### config.mk
export PLATFORM = sky130hd
export DESIGN_NAME = gbd_adj_store
export DESIGN_NICKNAME = d
export VERILOG_FILES = /design/src/rtl/gbd_pkg.sv /design/src/rtl/gbd_adj_store.sv
export SDC_FILE = /design/constraint.sdc
export NUM_CORES = 2
export LEC_CHECK = 0
export ABC_AREA = 1
export BUFFER_PORTS_ARGS = -buffer_cell sky130_fd_sc_hd__buf_2
export CORE_UTILIZATION = 39
export DETAILED_ROUTE_END_ITERATION = 6
export PLACE_DENSITY = 0.62
export REMOVE_ABC_BUFFERS = 1
export SETUP_SLACK_MARGIN = 0.2
export SYNTH_ARGS = -nofsm -noshare
export SYNTH_HDL_FRONTEND = slang
export SYNTH_SLANG_ARGS = --single-unit
### constraint.sdc
create_clock -name aclk -period 7.5 [get_ports aclk]
set_input_delay 0.375 -clock aclk [delete_from_list [all_inputs] [get_ports aclk]]
set_output_delay 0.375 -clock aclk [all_outputs]
set_load 0.01 [all_outputs]
### src/rtl/gbd_pkg.sv
`default_nettype none
package gbd_pkg;

    localparam int MAX_V = 64;
    localparam int AW    = $clog2(MAX_V);
    localparam int VW    = 7;
    localparam int TW    = 8;
    localparam int DW    = 7;
    localparam int ACW   = 16;

    localparam logic [2:0] CMD_ADD_ARC  = 3'd0;
    localparam logic [2:0] CMD_ADD_EDGE = 3'd1;
    localparam logic [2:0] CMD_CLEAR    = 3'd2;
    localparam logic [2:0] CMD_LOAD     = 3'd3;
    localparam logic [2:0] CMD_BFS      = 3'd4;
    localparam logic [2:0] CMD_DFS      = 3'd5;
    localparam logic [2:0] CMD_PATH     = 3'd6;

    localparam logic [1:0] ST_OK     = 2'd0;
    localparam logic [1:0] ST_RANGE  = 2'd1;
    localparam logic [1:0] ST_ORDER  = 2'd2;
    localparam logic [1:0] ST_NO_SRC = 2'd3;

    localparam logic [DW-1:0] DIST_INF   = '1;
    localparam logic [TW-1:0] TIME_UNDEF = '1;

    // read and write side of the per-vertex record store
    typedef struct packed {
        logic             rd_en;
        logic [AW-1:0]    rd_addr;
        logic             par_we;
        logic             dist_we;
        logic             disc_we;
        logic             fin_we;
        logic [AW-1:0]    wr_addr;
        logic [VW-1:0]    par_data;
        logic [DW-1:0]    dist_data;
        logic [TW-1:0]    time_data;
        logic [MAX_V-1:0] par_inv;
        logic [MAX_V-1:0] dist_inv;
        logic [MAX_V-1:0] time_inv;
    } vs_cmd_t;

    typedef struct packed {
        logic [VW-1:0] par;
        logic [DW-1:0] hops;
        logic [TW-1:0] disc;
        logic [TW-1:0] fin;
    } vs_rec_t;

    function automatic logic [AW-1:0] first_set(input logic [MAX_V-1:0] x);
        logic [AW-1:0] idx;
        idx = '0;
        for (int i = MAX_V - 1; i >= 0; i--) begin
            if (x[i]) begin
                idx = AW'(i);
            end
        end
        return idx;
    endfunction

    function automatic logic [MAX_V-1:0] bit_of(input logic [AW-1:0] a);
        return {{(MAX_V-1){1'b0}}, 1'b1} << a;
    endfunction

    function automatic logic [MAX_V-1:0] low_mask(input logic [VW-1:0] n);
        logic [MAX_V-1:0] m;
        for (int i = 0; i < MAX_V; i++) begin
            m[i] = (VW'(i) < n);
        end
        return m;
    endfunction

    function automatic logic in_range(input logic [VW-1:0] v, input logic [VW-1:0] n);
        return (v != '0) && (v <= n);
    endfunction

    function automatic logic [AW-1:0] vaddr(input logic [VW-1:0] v);
        logic [VW-1:0] t;
        t = v - VW'(1);
        return t[AW-1:0];
    endfunction

endpackage
`default_nettype wire

### src/rtl/gbd_adj_store.sv
`default_nettype none
module gbd_adj_store
    import gbd_pkg::*;
(
    input  wire logic             aclk,
    input  wire logic             aresetn,
    input  wire logic             rd_en,
    input  wire logic [AW-1:0]    rd_addr,
    output logic [MAX_V-1:0]      row_q,
    input  wire logic             wr_en,
    input  wire logic [AW-1:0]    wr_addr,
    input  wire logic [MAX_V-1:0] wr_data,
    input  wire logic             clr,
    output logic [MAX_V-1:0]      row_nz
);

    logic [MAX_V-1:0] mem [MAX_V];
    logic [MAX_V-1:0] data_reg;
    logic             hit_reg;
    logic [MAX_V-1:0] valid_reg;

    always_ff @(posedge aclk) begin
        if (wr_en) begin
            mem[wr_addr] <= wr_data;
        end
        if (rd_en) begin
            data_reg <= mem[rd_addr];
            hit_reg  <= valid_reg[rd_addr];
        end
    end

    // a row never written since clear reads as empty
    always_ff @(posedge aclk) begin
        if (!aresetn) begin
            valid_reg <= '0;
        end else if (clr) begin
            valid_reg <= '0;
        end else if (wr_en) begin
            valid_reg <= valid_reg | bit_of(wr_addr);
        end
    end

    assign row_q  = hit_reg ? data_reg : '0;
    assign row_nz = valid_reg;

endmodule
`default_nettype wire

==> flow_summary_export.csv <==
group,metric,value,unit
routing,drt_iter0_drc,15500,
outcome,status,"finished, violations left",
timing,finalCritPeriodShare,0.477,
pwr,combinationalPowerShare,0.056,
layout,nNetsFinal,13900,
floorplan,fp.dieW,660,µm
placed_design,placed_area,175000,µm²
pwr,sw_frac_of_total,0.226,
worst_setup_path,r2r-end,"data_reg[41]",
logic_synthesis,ys_ff_latch,4225,
pwr,internal_power,0.0384,W
clocking,insertion_delay,1.00,ns
logic_synthesis,synth_area,169000,µm²
layout,finalNonFillerCells,19900,
clocking,clockBufferDepth,4,
layout,final_layout_size_suffix_gt1_frac,0.0725,
pwr,clock_power_share,0.416,
worst_setup_path,r2r_slack,5.89,ns
routing,wire_per_inst,26.0,µm
layout,largest_reg_flops,4096,
layout,area_growth,11.7,%
timing,setup_viol_count_final,0,
routing,finalWirelength,519,mm
worst_setup_path,critPathMaxFanout,29,
worst_setup_path,rr_worst_depth,8,
floorplan,rows,241,
placed_design,portBuffers,208,
routing,drc,3,
timing,final_max_slew_viol_count,0,
timing,worstMarginPinSlew,1.28,ns
clocking,cts_tree,"built",
worst_setup_path,crit_chain,"dlygate4sd3_1 -> buf_2 -> clkinv_1 -> nor3_1 -> inv_1 -> nor2_4 -> buf_4",
routing,drtPass1Iterations,7,
pwr,power.switching,0.0112,W
pwr,seq_power_share,0.528,
global_route,antenna_found_initial,32,
worst_setup_path,critPathArrivalTime,4.15,ns
worst_setup_path,critPathSlowestCell,"buf_4",
global_route,grt_max_degree,220,
worst_hold_path,hold_path_class,"in -> reg",
logic_synthesis,synthCells,14000,
clocking,h-tree-depth,5,
worst_hold_path,min_from,"wr_data[29]",
clocking,root_buffer,"clkbuf_16",
global_route,grt_first_pass_wirelength,745,mm
pwr,vdd.ir_drop.worst,0.204,mV
routing,antenna_left,0,
layout,final_area,188000,µm²
timing,timing.hold.ws,0.0703,ns
floorplan,core_area,431000,µm²
routing,vias_per_cell,5.61,
placed_design,place_congestion,0.807,
clocking,clk_pin_slew,0.06,ns
pwr,leakage,66.0,nW
logic_synthesis,syn_area_per_cell,12.1,µm²
outcome,violations,"DRC",
global_route,gr-total-overflow,0,
timing,post-route-min-period,3.58,ns
floorplan,fp.dieH,660,µm
worst_setup_path,critPathLaunchType,"input pin",
logic_synthesis,yosysSeqAreaShare,0.749,
clocking,numCtsBuffers,424,
timing,clock.fmax,0.279,GHz
clocking,ctsResizeCount,0,
flow_run,drv_cap,0,
placed_design,dp_hpwl,245,mm
logic_synthesis,synth_cell_type_count,18,
worst_setup_path,r2r_start,"mem[14][41]",
worst_hold_path,hold_end,"mem[24][29]",
worst_hold_path,worstHoldPathCells,2,
floorplan,ioPinCount,209,
timing,rsz0062_at_grt,"false",
floorplan,initial_utilization,0.392,
worst_setup_path,worstPathRequired,8.07,ns
routing,via_count,112000,
timing,relSlewSlack,0.144,
floorplan,die_area,435000,µm²
global_route,grt_use_total,0.232,
placed_design,dp_cells,19100,
pwr,power_density,264,nW/µm²
worst_setup_path,end_kind,"register",
timing,clock_skew,0.0614,ns
timing,finalHoldViolCount,0,
worst_setup_path,crit_path_max_incr_delay,0.88,ns
logic_synthesis,yosysWarnings,0,
clocking,clock_sink_count,4225,
global_route,grt_pass1_vias,105000,
worst_setup_path,critical_path_class,"in -> reg",
## critical path: cells and delay by family
kind	cells	cell delay (ns)
AND/OR/NAND/NOR	2	1.23
buffers and inverters	5	2.49
## cell usage after synthesis, drive strengths merged
cell,number,area share
nand2,4595,0.10
edfxtp,4161,0.74
nand3,3900,0.12
buf,704,0.020
clkbuf,227,0.0051
inv,155,0.0035
nor2,100,0.0022
dfxtp,64,0.0076
nor3,36,0.0011
a21oi,21,0.00062
nor4,4,0.00015
clkinv,3,0.000067
nand4,2,0.000074
o21ba,2,0.00012
## metal layers
| metal | up-vias | share of wire | track usage |
|---|---|---|---|
| met2 | 5994 | 0.45 | 0.361 |
| met5 | - | 0.00023 | 0 |
| li1 | 49300 | - | - |
| met1 | 55600 | 0.42 | 0.334 |
| met4 | 18 | 0.030 | 0.0682 |
| met3 | 908 | 0.10 | 0.0403 |
## worst max path at each step
stage	startpoint	endpoint	slack (ns)	depth (start not counted)
finish	wr_addr[4]	mem[52][62]	3.92	7
global placement	wr_en	mem[28][5]	3.54	7
global route	wr_addr[4]	mem[52][62]	3.87	7
floorplan	rd_addr[0]	data_reg[13]	-9.31	9
CTS	wr_addr[4]	mem[52][62]	4.11	7
detailed placement	wr_addr[5]	mem[28][5]	3.59	6
## layout make-up
class | instances | area [µm²]
antenna | 7 | 17.5
clock buffer | 529 | 11100
clock inverter | 238 | 2180
fill | 39000 | 242000
inverter | 158 | 856
multi-input combinational | 8660 | 37600
sequential | 4225 | 126000
tap | 5710 | 7140
timing repair buffer | 394 | 3090
## cell usage in the layout (no fill, tap or decap), types with 71 or more instances in the layout
master,instances
nand3_1,3900
nor2_1,84
edfxtp_1,4161
inv_1,105
buf_2,201
nand2_1,4594
clkbuf_16,429
buf_4,136
clkbuf_1,99
clkinv_2,71
clkinv_1,104
## what timing repair did
item                      4_1_cts  5_1_grt
hold buffers                    4        0
hold endpoints to repair       21        0
setup buffers                   0        0
## logic make-up (layout without fill, tap and decap cells)
family,after synthesis,count (layout),synth area share
simple gates,8637,8637,0.222
compound gates,23,23,0.000742
buf+inv,1089,1319,0.0290
flops,4225,4225,0.749
other cells,0,7,0
## power by group through the flow
stage	clock, W	combinational [W]	sequential [W]
floorplan	0	0.00185	0.0267
global placement	0	0.00274	0.0267
detailed placement	0	0.00276	0.0267
CTS	0.0208	0.00277	0.0262
global route	0.0216	0.00304	0.0262
finish	0.0206	0.00279	0.0262
## metrics by stage
| step | setup WS, ns | setup TNS (ns) | power (W) | util |
|---|---|---|---|---|
| after detailed placement | 3.59 | 0 | 0.0295 | 0.406 |
| final | 3.92 | 0 | 0.0496 | 0.437 |
| after global routing | 3.87 | 0 | 0.0509 | 0.437 |
| after global placement | 3.54 | 0 | 0.0295 | 0.406 |
| after floorplan | -9.31 | -748.01 | 0.0285 | - |
| after CTS | 4.11 | 0 | 0.0498 | 0.437 |
Power figures use the tool's default switching activity.
