<file path="src/rtl/gbd_pkg.sv">
`default_nettype none
package gbd_pkg;

    localparam int MAX_V = 64;
    localparam int AW    = $clog2(MAX_V);
    localparam int VW    = 7;
    localparam int TW    = 8;
    localparam int DW    = 7;
    localparam int ACW   = 16;

    localparam logic [2:0] CMD_ADD_ARC  = 3'd0;
    localparam logic [2:0] CMD_ADD_EDGE = 3'd1;
    localparam logic [2:0] CMD_CLEAR    = 3'd2;
    localparam logic [2:0] CMD_LOAD     = 3'd3;
    localparam logic [2:0] CMD_BFS      = 3'd4;
    localparam logic [2:0] CMD_DFS      = 3'd5;
    localparam logic [2:0] CMD_PATH     = 3'd6;

    localparam logic [1:0] ST_OK     = 2'd0;
    localparam logic [1:0] ST_RANGE  = 2'd1;
    localparam logic [1:0] ST_ORDER  = 2'd2;
    localparam logic [1:0] ST_NO_SRC = 2'd3;

    localparam logic [DW-1:0] DIST_INF   = '1;
    localparam logic [TW-1:0] TIME_UNDEF = '1;

    // read and write side of the per-vertex record store
    typedef struct packed {
        logic             rd_en;
        logic [AW-1:0]    rd_addr;
        logic             par_we;
        logic             dist_we;
        logic             disc_we;
        logic             fin_we;
        logic [AW-1:0]    wr_addr;
        logic [VW-1:0]    par_data;
        logic [DW-1:0]    dist_data;
        logic [TW-1:0]    time_data;
        logic [MAX_V-1:0] par_inv;
        logic [MAX_V-1:0] dist_inv;
        logic [MAX_V-1:0] time_inv;
    } vs_cmd_t;

    typedef struct packed {
        logic [VW-1:0] par;
        logic [DW-1:0] hops;
        logic [TW-1:0] disc;
        logic [TW-1:0] fin;
    } vs_rec_t;

    function automatic logic [AW-1:0] first_set(input logic [MAX_V-1:0] x);
        logic [AW-1:0] idx;
        idx = '0;
        for (int i = MAX_V - 1; i >= 0; i--) begin
            if (x[i]) begin
                idx = AW'(i);
            end
        end
        return idx;
    endfunction

    function automatic logic [MAX_V-1:0] bit_of(input logic [AW-1:0] a);
        return {{(MAX_V-1){1'b0}}, 1'b1} << a;
    endfunction

    function automatic logic [MAX_V-1:0] low_mask(input logic [VW-1:0] n);
        logic [MAX_V-1:0] m;
        for (int i = 0; i < MAX_V; i++) begin
            m[i] = (VW'(i) < n);
        end
        return m;
    endfunction

    function automatic logic in_range(input logic [VW-1:0] v, input logic [VW-1:0] n);
        return (v != '0) && (v <= n);
    endfunction

    function automatic logic [AW-1:0] vaddr(input logic [VW-1:0] v);
        logic [VW-1:0] t;
        t = v - VW'(1);
        return t[AW-1:0];
    endfunction

endpackage
`default_nettype wire

</file>
<file path="src/rtl/gbd_vertex_store.sv">
`default_nettype none
module gbd_vertex_store
    import gbd_pkg::*;
(
    input  wire logic    aclk,
    input  wire logic    aresetn,
    input  wire vs_cmd_t cmd,
    output vs_rec_t      rec
);

    logic [VW-1:0] par_mem  [MAX_V];
    logic [DW-1:0] dist_mem [MAX_V];
    logic [TW-1:0] disc_mem [MAX_V];
    logic [TW-1:0] fin_mem  [MAX_V];

    logic [MAX_V-1:0] par_ok_reg;
    logic [MAX_V-1:0] dist_ok_reg;
    logic [MAX_V-1:0] disc_ok_reg;
    logic [MAX_V-1:0] fin_ok_reg;

    vs_rec_t       q_reg;
    logic [3:0]    hit_reg;
    logic [MAX_V-1:0] wbit;

    assign wbit = bit_of(cmd.wr_addr);

    always_ff @(posedge aclk) begin
        if (cmd.par_we) begin
            par_mem[cmd.wr_addr] <= cmd.par_data;
        end
        if (cmd.dist_we) begin
            dist_mem[cmd.wr_addr] <= cmd.dist_data;
        end
        if (cmd.disc_we) begin
            disc_mem[cmd.wr_addr] <= cmd.time_data;
        end
        if (cmd.fin_we) begin
            fin_mem[cmd.wr_addr] <= cmd.time_data;
        end
        if (cmd.rd_en) begin
            q_reg   <= {par_mem[cmd.rd_addr], dist_mem[cmd.rd_addr],
                        disc_mem[cmd.rd_addr], fin_mem[cmd.rd_addr]};
            hit_reg <= {par_ok_reg[cmd.rd_addr], dist_ok_reg[cmd.rd_addr],
                        disc_ok_reg[cmd.rd_addr], fin_ok_reg[cmd.rd_addr]};
        end
    end

    // write wins over a bulk invalidate in the same cycle
    always_ff @(posedge aclk) begin
        if (!aresetn) begin
            par_ok_reg  <= '0;
            dist_ok_reg <= '0;
            disc_ok_reg <= '0;
            fin_ok_reg  <= '0;
        end else begin
            par_ok_reg  <= (par_ok_reg & ~cmd.par_inv) | (cmd.par_we ? wbit : '0);
            dist_ok_reg <= (dist_ok_reg & ~cmd.dist_inv) | (cmd.dist_we ? wbit : '0);
            disc_ok_reg <= (disc_ok_reg & ~cmd.time_inv) | (cmd.disc_we ? wbit : '0);
            fin_ok_reg  <= (fin_ok_reg & ~cmd.time_inv) | (cmd.fin_we ? wbit : '0);
        end
    end

    assign rec.par  = hit_reg[3] ? q_reg.par  : '0;
    assign rec.hops = hit_reg[2] ? q_reg.hops : DIST_INF;
    assign rec.disc = hit_reg[1] ? q_reg.disc : TIME_UNDEF;
    assign rec.fin  = hit_reg[0] ? q_reg.fin  : TIME_UNDEF;

endmodule
`default_nettype wire

</file>
<file path="config.mk">
export PLATFORM = sky130hd
export DESIGN_NAME = gbd_vertex_store
export DESIGN_NICKNAME = d
export VERILOG_FILES = /design/src/rtl/gbd_pkg.sv /design/src/rtl/gbd_vertex_store.sv
export SDC_FILE = /design/constraint.sdc
export NUM_CORES = 2
export LEC_CHECK = 0
export ABC_CLOCK_PERIOD_IN_PS = 3020
export BUFFER_PORTS_ARGS = -buffer_cell sky130_fd_sc_hd__buf_2
export CAP_MARGIN = 40
export CORE_MARGIN = 8
export CORE_UTILIZATION = 48
export CTS_CLUSTER_DIAMETER = 150
export DETAILED_ROUTE_END_ITERATION = 7
export GPL_ROUTABILITY_DRIVEN = 0
export SYNTH_ARGS = -nofsm -noshare
export SYNTH_HDL_FRONTEND = slang
export SYNTH_SLANG_ARGS = --single-unit
</file>
<file path="constraint.sdc">
create_clock -name aclk -period 3.02 [get_ports aclk]
set_input_delay 0.604 -clock aclk [delete_from_list [all_inputs] [get_ports aclk]]
set_output_delay 0.604 -clock aclk [all_outputs]
set_load 0.005 [all_outputs]
</file>
==> impl_metrics.toml <==
[critical_path]
crit_chain = "mux4_2, mux4_2, o31ai_1, buf_4, a31oi_1"
worstPathRequired_ns = 3.59
cpLargestDelayFamily = "multiplexers"
critPathLaunchType = "flip-flop"
critPathSlowestCell = "o31ai_1"
critPathCaptureType = "flip-flop"
worst-path-stages = 5
cpPeakStageDelay_ns = 0.73
setup.worst_path.class = "flip-flop to flip-flop"
crit_buf_inv = 1
cp_max_fo = 2
r2r_start = "par_ok_reg[13]$_SDFF_PN0_"
crit_arrival_ns = 3.33
r2r_end = "hit_reg[3]$_DFFE_PP_"
reg2reg_depth = 5
crit_path_frequent_cell = "mux4_2"
r2r_slack_ns = 0.26

[drt]
vias = 46490
vias_per_cell = 5.982
ant_nets = 0
dr.pass1.iters = 5
drt_iter0_drc = 5294
routedWlPerCell_um = 32.92
wirelength_mm = 255.9
drc_errors = 0

[floorplan]
core_area_mm2 = 0.1804
initial_utilization = 0.4818
die_h_um = 441.5
core.rowCount = 156
die-width_um = 441.5
die_area_mm2 = 0.1949
io-pin-count = 263

[synth]
syn-cell-area_mm2 = 0.08689
ys_seq_area_frac = 0.7343
syn_nets = 4522
synth_cell_types = 34
synth_cells = 4289
yosysWarnings = 0
syn_area_per_cell_um2 = 20.26
ys_ff_latch = 2210

[worst_hold_path]
min_path_type = "input pin to flip-flop"
holdPathStages = 1
hp-start = "cmd[195]"
whs_endpoint = "disc_mem[31][3]$_DFFE_PP_"

[clocking]
numClockSinks = 2210
clock_latency_ns = 0.85
cts_hold_buffers = 1
postCtsSetupBuffers = 0
post_cts_resized = 0
cts_made_buffers = 222
cts-root-buf = "clkbuf_16"
htree_levels = 4
clk_pin_slew_worst_paths_ns = 0.06
clock_path_buffers = 3
cts_tree = "yes"

[sta]
hold-worst-slack_ns = 0.05243
max_slew_margin = 0.3831
worstMarginPinSlew_ns = 0.9254
finalMaxSlewViolations = 0
finClkSkew_ns = 0.03350
min_period_over_period = 0.9126
finalCriticalPeriod_ns = 2.756
setup_viol = 0
setup_tns_ns = 0
finalHoldViolCount = 0
clock.fmax_mhz = 362.8
rsz0062_at_grt = "false"

[grt]
grt_pass1_vias = 47580
grt_pass1_wl_mm = 358.7
grt-ovfl-total = 0
grtUsageTotal = 0.2613
grt_max_degree = 129
antenna_found_initial = 21

[pwr]
cellLeakagePower_nw = 35.36
power.ir.vdd_worst_v = 0.0005413
power_density_mw_per_mm2 = 622.1

[place]
place_inst = 7341
place_hpwl_mm = 177.5
placed_cell_area_mm2 = 0.09736
port_buffers = 262

[final_layout]
fin_util = 0.5808
final_net_count = 5429
instances_no_fill = 7772
final_cell_area_mm2 = 0.1047
top_regs = "disc_mem x512, fin_mem x512"
area_growth_pct = 20.55
fill_cells = 13460
drive_above_1_share = 0.3482

[status]
status = "complete, no violations"

[flow_run]
max_cap_violations = 0
placed cells by master (no fill, tap or decap), types with 5 or more instances in the layout:
| master | n |
|---|---|
| o31ai_1 | 9 |
| edfxtp_1 | 1954 |
| o21a_1 | 257 |
| o22ai_1 | 47 |
| diode_2 | 12 |
| and2_1 | 267 |
| clkbuf_16 | 227 |
| clkinv_2 | 35 |
| nor3_1 | 16 |
| dfxtp_1 | 256 |
| clkinv_1 | 33 |
| a31oi_1 | 15 |
| mux4_2 | 616 |
| a221o_1 | 9 |
| buf_4 | 485 |
| mux2i_1 | 69 |
| nor2b_1 | 274 |
| nor2_1 | 86 |
| o211a_1 | 6 |
| bufinv_16 | 19 |
| buf_2 | 250 |
| o21ai_0 | 6 |
| a211oi_1 | 7 |
| inv_6 | 7 |
| a221oi_1 | 5 |
| clkbuf_8 | 25 |
| clkbuf_1 | 58 |
| a22oi_1 | 43 |
| nand2b_1 | 39 |
| nand2_1 | 33 |
| nand3_1 | 7 |
| mux2_2 | 6 |
| buf_12 | 184 |
| a21oi_1 | 11 |
worst max path at each step:
stage	end	slack [ns]	start
finish	hit_reg[3]$_DFFE_PP_	0.26	par_ok_reg[13]$_SDFF_PN0_
global route	hit_reg[3]$_DFFE_PP_	0.23	cmd[224]
CTS	rec[8]	0.30	hit_reg[1]$_DFFE_PP_
detailed placement	hit_reg[3]$_DFFE_PP_	-0.45	cmd[224]
global placement	hit_reg[2]$_DFFE_PP_	-0.59	cmd[224]
floorplan	q_reg[4]$_DFFE_PP_	0.19	cmd[224]
synthesized netlist by cell type (all sizes together):
| library cell | number | area [um^2] |
|---|---|---|
| edfxtp | 1954 | 58680 |
| mux4 | 616 | 13870 |
| nor2b | 274 | 1714 |
| and2 | 267 | 1670 |
| o21a | 257 | 1929 |
| dfxtp | 256 | 5125 |
| buf | 126 | 725.7 |
| clkbuf | 117 | 440.4 |
| nor2 | 86 | 322.8 |
| mux2i | 69 | 690.7 |
| o22ai | 47 | 294.0 |
| a22oi | 43 | 322.8 |
| nand2b | 39 | 244.0 |
| nand2 | 33 | 123.9 |
| nor3 | 16 | 80.08 |
| a31oi | 15 | 93.84 |
| a21oi | 11 | 55.05 |
| a221o | 9 | 90.09 |
| o31ai | 9 | 67.56 |
| a211oi | 7 | 52.55 |
| nand3 | 7 | 35.03 |
| mux2 | 6 | 67.56 |
| o211a | 6 | 60.06 |
| o21ai | 6 | 30.03 |
| a221oi | 5 | 43.79 |
| nand3b | 3 | 22.52 |
| or2 | 2 | 12.51 |
| a41oi | 1 | 8.760 |
| nand4 | 1 | 6.260 |
| or3b | 1 | 8.760 |
worst register-to-register path: cells and delay by family (launching register included):
| kind | cells | cell delay [ns] |
|---|---|---|
| buf+inv | 1 | 0.27 |
| mux | 2 | 1.01 |
| flops | 1 | 0.41 |
| compound gates | 2 | 0.79 |
where the power goes:
part,switching [mW],internal [mW]
Sequential,0.0989,33.5
Combinational,2.32,1.64
Clock,11.6,16.0
Total,14.0,51.1
stage by stage:
step / total power, mW / setup slack, ns
floorplan: 35.92 / 0.1948
global placement: 38.16 / -0.5879
detailed placement: 38.22 / -0.4480
CTS: 65.57 / 0.3038
global route: 66.84 / 0.2331
finish: 65.16 / 0.2640
routing by layer:
metal / share of wire / track usage
met3: 0.074 / 0.04417
met4: 0.045 / 0.1045
met5: 0.00010 / 0
met2: 0.49 / 0.4346
met1: 0.39 / 0.3467
cell type report:
class	instances	area, um^2	area share
sequential	2210	63800	0.6091
multi-input combinational	1836	21920	0.2093
timing repair buffer	926	8685	0.08291
clock buffer	310	6242	0.05960
tap	2370	2965	0.02831
clock inverter	108	1101	0.01051
antenna	12	30.03	0.0002867
logic make-up (layout without fill, tap and decap cells):
logic type / after synthesis / count (layout) / share of synthesized area
mux: 691 / 691 / 0.1684
compound gates: 416 / 416 / 0.03508
other cells: 0 / 12 / 0
simple gates: 729 / 729 / 0.04880
buf+inv: 243 / 1344 / 0.01342
flops: 2210 / 2210 / 0.7343
No activity file was read; power rests on OpenSTA's default activity.
